[config.mk]
export PLATFORM = sky130hd
export DESIGN_NAME = msp_walker
export DESIGN_NICKNAME = d
export VERILOG_FILES = /design/src/msp_pkg.sv /design/src/msp_walker.sv
export SDC_FILE = /design/constraint.sdc
export NUM_CORES = 1
export LEC_CHECK = 0
export BUFFER_PORTS_ARGS = -buffer_cell sky130_fd_sc_hd__buf_2
export CAP_MARGIN = 20
export CORE_ASPECT_RATIO = 2
export CORE_MARGIN = 4
export CORE_UTILIZATION = 60
export CTS_CLUSTER_SIZE = 40
export DETAILED_ROUTE_END_ITERATION = 8
export GPL_TIMING_DRIVEN = 0
export PLACE_DENSITY = 0.81
export SYNTH_ARGS = -nofsm -noshare
export SYNTH_HDL_FRONTEND = slang
export SYNTH_SLANG_ARGS = --single-unit
[constraint.sdc]
create_clock -name clk_i -period 7.2 [get_ports clk_i]
set_clock_uncertainty 0.05 [all_clocks]
set_input_delay 2.16 -clock clk_i [delete_from_list [all_inputs] [get_ports clk_i]]
set_output_delay 2.16 -clock clk_i [all_outputs]
set_load 0.03 [all_outputs]
[src/msp_pkg.sv]
// Shared widths, defaults and walker status type for the max-sum path block.
package msp_pkg;

  // Fixed field widths of the input and result words
  localparam int unsigned BALLS_W   = 20;
  localparam int unsigned TOTAL_W   = 31;

  // Default store geometry
  localparam int unsigned DEPTH_DEF      = 1024;
  localparam int unsigned VALUE_BITS_DEF = 20;

  // Saturation ceiling of the reported total
  localparam logic [TOTAL_W-1:0] TOTAL_MAX = '1;

  // Walker status seen by the load and output control
  typedef struct packed {
    logic busy;
    logic done;
  } walk_sts_t;

endpackage

[src/msp_walker.sv]
// Merge walk over both road stores, keeping segment sums and the path total.
module msp_walker
  import msp_pkg::*;
#(
  parameter int unsigned DEPTH      = DEPTH_DEF,
  parameter int unsigned VALUE_BITS = VALUE_BITS_DEF,
  localparam int unsigned STORE_BITS = (VALUE_BITS < BALLS_W) ? VALUE_BITS : BALLS_W,
  localparam int unsigned CNT_BITS   = $clog2(DEPTH + 1),
  localparam int unsigned ADDR_BITS  = (DEPTH > 1) ? $clog2(DEPTH) : 1
) (
  input  logic                  clk_i,
  input  logic                  rst_ni,
  input  logic                  start_i,
  input  logic                  take_i,
  input  logic [CNT_BITS-1:0]   cnt_a_i,
  input  logic [CNT_BITS-1:0]   cnt_b_i,
  input  logic [STORE_BITS-1:0] rd_a_i,
  input  logic [STORE_BITS-1:0] rd_b_i,
  output logic [ADDR_BITS-1:0]  addr_a_o,
  output logic [ADDR_BITS-1:0]  addr_b_o,
  output walk_sts_t             sts_o,
  output logic [TOTAL_W-1:0]    total_o
);

  localparam int unsigned SUM_BITS = STORE_BITS + $clog2(2 * DEPTH) + 1;

  localparam logic [2:0] ST_IDLE   = 3'd0;
  localparam logic [2:0] ST_PRIME  = 3'd1;
  localparam logic [2:0] ST_WALK   = 3'd2;
  localparam logic [2:0] ST_MERGE  = 3'd3;
  localparam logic [2:0] ST_FINISH = 3'd4;

  logic [2:0]          state_q, state_d;
  logic [CNT_BITS-1:0] a_q, a_d, b_q, b_d;
  logic [SUM_BITS-1:0] seg1_q, seg1_d, seg2_q, seg2_d, total_q, total_d;
  logic                a_live, b_live;
  logic [SUM_BITS-1:0] x_ext, y_ext, seg_max;

  assign a_live  = a_q < cnt_a_i;
  assign b_live  = b_q < cnt_b_i;
  assign x_ext   = SUM_BITS'(rd_a_i);
  assign y_ext   = SUM_BITS'(rd_b_i);
  assign seg_max = (seg1_q > seg2_q) ? seg1_q : seg2_q;

  // Advance the lower or only live head; a tie advances both, then merges
  always_comb begin
    state_d = state_q;
    a_d     = a_q;
    b_d     = b_q;
    seg1_d  = seg1_q;
    seg2_d  = seg2_q;
    total_d = total_q;
    unique case (state_q)
      ST_IDLE: begin
        if (start_i) begin
          state_d = ST_PRIME;
          a_d     = '0;
          b_d     = '0;
          seg1_d  = '0;
          seg2_d  = '0;
          total_d = '0;
        end
      end
      ST_PRIME: begin
        state_d = ST_WALK;
      end
      ST_WALK: begin
        priority if (a_live && b_live) begin
          priority if (rd_a_i < rd_b_i) begin
            seg1_d = seg1_q + x_ext;
            a_d    = a_q + CNT_BITS'(1);
          end else if (rd_a_i > rd_b_i) begin
            seg2_d = seg2_q + y_ext;
            b_d    = b_q + CNT_BITS'(1);
          end else begin
            seg1_d  = seg1_q + x_ext;
            seg2_d  = seg2_q + y_ext;
            a_d     = a_q + CNT_BITS'(1);
            b_d     = b_q + CNT_BITS'(1);
            state_d = ST_MERGE;
          end
        end else if (a_live) begin
          seg1_d = seg1_q + x_ext;
          a_d    = a_q + CNT_BITS'(1);
        end else if (b_live) begin
          seg2_d = seg2_q + y_ext;
          b_d    = b_q + CNT_BITS'(1);
        end else begin
          state_d = ST_MERGE;
        end
      end
      ST_MERGE: begin
        total_d = total_q + seg_max;
        seg1_d  = '0;
        seg2_d  = '0;
        state_d = (!a_live && !b_live) ? ST_FINISH : ST_WALK;
      end
      ST_FINISH: begin
        if (take_i) begin
          state_d = ST_IDLE;
        end
      end
      default: begin
        state_d = ST_IDLE;
      end
    endcase
  end

  // Hold control state; sums are cleared on start
  always_ff @(posedge clk_i or negedge rst_ni) begin
    if (!rst_ni) begin
      state_q <= ST_IDLE;
      a_q     <= '0;
      b_q     <= '0;
    end else begin
      state_q <= state_d;
      a_q     <= a_d;
      b_q     <= b_d;
    end
  end

  always_ff @(posedge clk_i) begin
    seg1_q  <= seg1_d;
    seg2_q  <= seg2_d;
    total_q <= total_d;
  end

  // Read ahead at the next index so the heads are ready each walk cycle
  assign addr_a_o   = a_d[ADDR_BITS-1:0];
  assign addr_b_o   = b_d[ADDR_BITS-1:0];
  assign sts_o.busy = state_q != ST_IDLE;
  assign sts_o.done = state_q == ST_FINISH;

  // Saturate the total to the result width
  generate
    if (SUM_BITS > TOTAL_W) begin : g_sat
      assign total_o = (total_q > SUM_BITS'(TOTAL_MAX)) ? TOTAL_MAX
                                                         : total_q[TOTAL_W-1:0];
    end else begin : g_nosat
      assign total_o = TOTAL_W'(total_q);
    end
  endgenerate

endmodule

# == Word-level counts from Yosys, hierarchy flattened ==
# Cells that the tools add are included.
# word_totals
register_bits,121
output_inout_bits,53
input_bits,66
# op_classes
order_cmp,6
reduce_logical,15
n_addsub,5
eq_ne,13
n_mux,35
# op_table
cell,count
32-bit two-way mux,10
32-bit case mux with 3 select lines,2
11-bit two-way mux,10
32-bit by 20-bit adder with 32-bit output,2
32-bit case mux with 2 select lines,1
11-bit case mux with 2 select lines,2
32-bit adder,1
"32-bit by 31-bit greater-than comparator with 1-bit output, second input constant",1
32-bit greater-than comparator,1
31-bit two-way mux,1
3-bit two-way mux,8
"11-bit by 1-bit adder with 11-bit output, second input constant",2
11-bit less-than comparator,2
20-bit greater-than comparator,1
20-bit less-than comparator,1
"3-bit != test, second input constant",6
3-bit case mux with 5 select lines,1
5-bit AND reduction,2
4-bit AND reduction,2
"3-bit by 2-bit equality test with 1-bit output, second input constant",2
6-bit AND reduction,1
3-bit nonzero test,2
"2-bit != test, second input constant",2
"4-bit != test, second input constant",1
7 further kinds,10

# == Depth between registers and ports, before layout ==
# logic_depth
depth_word,5
ltp_mapped,22
depth_no_buf,21

# == Worst setup path after synthesis ==
# OpenSTA, ideal clock, no wires.
# synth_path
path_kind,input-to-reg
startpoint,input port rd_b_i[1]
endpoint,register seg1_q[0] (enable)
arrival_ns,6.344
path_buffers,0
setup_slack_ns,0.336
setup_time_ns,0.470
t_required_ns,6.680
path_stages,11
path_cell_list,inv_1 > ha_1 > nor2b_1 > o21a_1 > o21a_1 > o21a_1 > a2111oi_2 > a21oi_2 > a21oi_2 > nand2b_1 > a21boi_0
# synth_via
elab_chain_len,3
# synth_lines
item,line,rtl
start: declaration,msp_walker.sv:18,"input logic [STORE_BITS-1:0] rd_b_i,"
20-bit less-than comparator or 20-bit greater-than comparator (tied branches),"msp_walker.sv:69, msp_walker.sv:72",
4-bit != test (no source line) (*),-,
4-bit AND reduction (no source line) (*),-,
end signal: assignment,msp_walker.sv:123,seg1_q <= seg1_d;
end: declaration,msp_walker.sv:35,"logic [SUM_BITS-1:0] seg1_q, seg1_d, seg2_q, seg2_d, total_q, total_d;"
# Mark *: on every way between the ends. The rest lies on a longest branch, timed or not.
# A chain may end at the register's enable or synchronous reset.

# == Final worst setup path ==
# layout_path
startpoint,input port rd_b_i[1]
endpoint,output port addr_b_o[8]
# layout_via
elab_chain_len,4
# layout_lines
item,line,rtl
20-bit less-than comparator,msp_walker.sv:69,priority if (rd_a_i < rd_b_i) begin
11-bit two-way mux,msp_walker.sv:69,
11-bit two-way mux,msp_walker.sv:68,priority if (a_live && b_live) begin
11-bit case mux with 2 select lines,msp_walker.sv:53,unique case (state_q)
end: declaration,msp_walker.sv:20,"output logic [ADDR_BITS-1:0] addr_b_o,"
# No other way between the ends. The select of a mux whose other input is x is not followed.

==> results.py <==
metrics = {
    "power_and_ir_drop": {
        "p_leak_nw": 6.041,
        "p_sw_share_pct": 47.36,
        "irDropWorstVdd_uv": 316.1,
        "p_clk_share_pct": 13.9,
        "internal_power_mw": 3.265,
        "comb_power_share_pct": 63.8,
        "power.switching_mw": 2.938,
        "seq_power_share_pct": 22.3,
        "powerDensity_mw_per_mm2": 482.5,
    },
    "placed_design": {
        "dp_slack_ps": -243.1,
        "gp_congestion": 0.9979,
        "portBuffers": 118,
        "hpwl_mm": 25.07,
    },
    "logic_synthesis": {
        "ys.flop_type": "edfxtp_1",
        "async_reset_ff_share_pct": 20.66,
        "synth-edff-count": 96,
        "syn-num-nets": 1478,
        "syn-instance-count": 1264,
        "synth.area.top_cells": "edfxtp_1 26%, ha_1 16%, dfrtp_1 5.6%, nor2_1 4.2%, a21oi_1 4.1%",
        "ys_seq_area_share_pct": 31.22,
        "syn-cell-area_sq_mm": 0.01124,
        "synth-warning-count": 0,
        "synth.lib_cells_used.distinct": 75,
        "avgSynthCellArea_sq_um": 8.891,
        "ys_ff_latch": 121,
        "synth_top_cell_area_share_pct": 25.65,
        "yosys.area.top_type": "edfxtp_1",
    },
    "finish": {
        "final_common_cell": "ha_1",
        "final_nets": 1620,
        "areaGrowthSynthToFinish_pct": 14.40,
        "n_antenna_cell": 0,
        "nFillCells": 1531,
        "multi_input_area_sq_mm": 0.007126,
        "final_cell_mix": "145 x ha_1, 125 x nor2_1, 123 x buf_2",
        "regArea_sq_mm": 0.003508,
        "drive_above_1_share_pct": 19.31,
    },
    "sta": {
        "postLayoutSetupSlackWorst_ps": 25.92,
        "finalCritPeriodShare_pct": 99.64,
        "worst-slew-pin-transition_ps": 862.1,
        "slew_headroom_pct": 42.53,
        "max_freq_mhz": 139.4,
        "finalHoldViolCount": 0,
        "min_period_ps": 7174,
        "grt_setup_unrepaired": "yes",
        "finalHoldWorstSlack_ps": 485.5,
        "setup-tns-final_ps": 0,
        "slew_viol_final": 0,
        "setup-violations-final": 0,
    },
    "global_route": {
        "grt_pass1_wl_mm": 51.00,
        "grt_max_degree": 26,
        "track_usage_pct": 30.54,
        "antenna_found_initial": 0,
        "grt_pass1_vias": 10370,
        "grt.overflow.total": 0,
    },
    "die": {
        "die_w_microns": 104.8,
        "die_area_sq_mm": 0.02112,
        "core-area_sq_mm": 0.01839,
        "pin_count": 119,
        "rows": 70,
        "die_y_microns": 201.6,
        "initial_core_util_pct": 61.10,
    },
    "detailed_routing": {
        "detail_route.drc_violations": 0,
        "drtAntennaViolNets": 0,
        "drt-initial-drc-count": 499,
        "vias_per_cell": 6.226,
        "dr_total_vias": 10180,
        "wirelength_mm": 31.90,
        "firstDrtPassIters": 5,
        "post_drt_wl_per_cell_microns": 19.51,
    },
    "worst_setup_path": {
        "arrival_ps": 4960,
        "critical-path-max-stage-delay_ps": 440,
        "crit_slowest_cell": "a2111oi_4",
        "setup.worst_path.end_class": "primary output",
        "criticalPathCategory": "in -> out",
        "critPathRequiredTime_ps": 4990,
        "start_kind": "input pin",
        "cp_max_fo": 10,
        "path_cells": "buf_2 -> inv_1 -> ha_1 -> nor2b_1 -> o21a_1 -> o21a_1 -> o21a_1 -> a2111oi_4 -> a22oi_2 -> buf_2 -> a21oi_1 -> o21ai_0 -> o21ai_0 -> buf_4 -> buf_2",
        "path_delay_family": "compound AO/OA/AOI/OAI gates",
        "cp.buffers_inverters": 5,
    },
    "clocking": {
        "ctsHoldBuffers": 0,
        "cts_tree": "built",
        "htreeDepth": 4,
        "clkTransAtPathRegs_ps": 50,
        "cts_root_buf": "clkbuf_16",
        "clk_path_buf_depth": 2,
        "clk_latency_ps": 440,
        "cts_buffers": 17,
        "cts_sinks": 121,
    },
    "run": {
        "cap_violations": 0,
    },
    "status": {
        "status": "finished clean",
    },
    "min_path": {
        "hp-class": "reg -> reg",
    },
}
## path summary, 6_finish.rpt
| path | startpoint | endpoint | slack (ps) | depth (start not counted) |
|---|---|---|---|---|
| max | rd_b_i[1] | addr_b_o[8] | 30 | 15 |
| min | a_q[7] | a_q[7] | 490 | 1 |
| max reg2reg | seg1_q[24] | total_q[30] | 1050 | 19 |
| min reg2reg | a_q[7] | a_q[7] | 490 | 1 |
| max in group asynchronous | rst_ni | b_q[7] | 5010 | 1 |
| min in group asynchronous | rst_ni | a_q[8] | 1680 | 1 |
## state kept, by name, indices dropped and copies added (netlist names)
signal and count:
seg2_q 32, b_q 11, total_q 32, a_q 11
state_q 3, seg1_q 32
## power groups by stage
stage,sequential (mW),clock (mW),combinational [mW]
6_report,1.38,0.865,3.96
3_3_place_gp,1.39,0,3.74
2_1_floorplan,1.28,0,2.99
3_5_place_dp,1.39,0,3.86
5_1_grt,1.41,0.901,4.38
4_1_cts,1.37,0.867,3.92
## worst reg2reg max path: cells and delay by family (launching register included)
kind / cells / cell delay (ps)
compound gates: 9 / 2690
simple gates: 4 / 1110
fa+ha+maj: 3 / 1050
flops: 1 / 550
buf+inv: 2 / 320
xor+xnor: 1 / 120
## synthesized netlist by cell type, drive strengths merged (11+ instances only)
cell,instances
buf,28
and3,12
nor2b,21
clkbuf,27
xor2,26
nand3,29
mux2,28
a21oi,93
xnor2,45
inv,103
a21o,45
nor2,125
nand2b,14
nand4,25
a31oi,12
ha,145
a211oi,11
or2,35
o21ai,73
edfxtp,96
nand2,78
dfrtp,25
nor3,29
## through the flow
step                      area, sq um  cells  utilization [%]  power [mW]
after global routing            12860   1635            69.90       6.692
after detailed placement        12200   1601            66.31       5.250
final                           12860   1635            69.90       6.203
after floorplan                 11240   1264                -       4.265
after global placement          12100   1598            65.78       5.125
after CTS                       12830   1634            69.73       6.161
## layer usage
| layer | GRT usage, % | vias up | share of wire [%] | wire (microns) |
|---|---|---|---|---|
| li1 | - | 4873 | - | - |
| met2 | 55.24 | 396 | 53 | 16800 |
| met5 | 0 | - | 0 | 0 |
| met3 | 4.719 | 155 | 4.7 | 1488 |
| met1 | 30.11 | 4756 | 34 | 10760 |
| met4 | 24.82 | 0 | 9.0 | 2856 |
## logic make-up after synthesis
group | share of synthesized area, %
mux | 3.251
compound gates | 19.26
xor+xnor | 5.533
fa+ha+maj | 16.68
flops | 31.22
buf+inv | 6.034
simple gates | 18.03
## what timing repair did
| item | in CTS | in global routing |
|---|---|---|
| pin swaps | 3 | 3 |
| gates resized for setup | 4 | 10 |
| setup buffers | 1 | 1 |
| hold endpoints to repair | 0 | 0 |
| setup endpoints to repair | 20 | 16 |
## final cells by class
| class | count | area share, % |
|---|---|---|
| inverters | 103 | 3.007 |
| well taps | 216 | 2.102 |
| flip-flops and latches | 121 | 27.29 |
| plain buffers | 55 | 2.268 |
| repair buffers | 123 | 5.314 |
| clock inverters | 13 | 0.8954 |
| multi-input cells | 985 | 55.43 |
| clock buffers | 19 | 3.698 |
(Power assumes the default switching activity.)
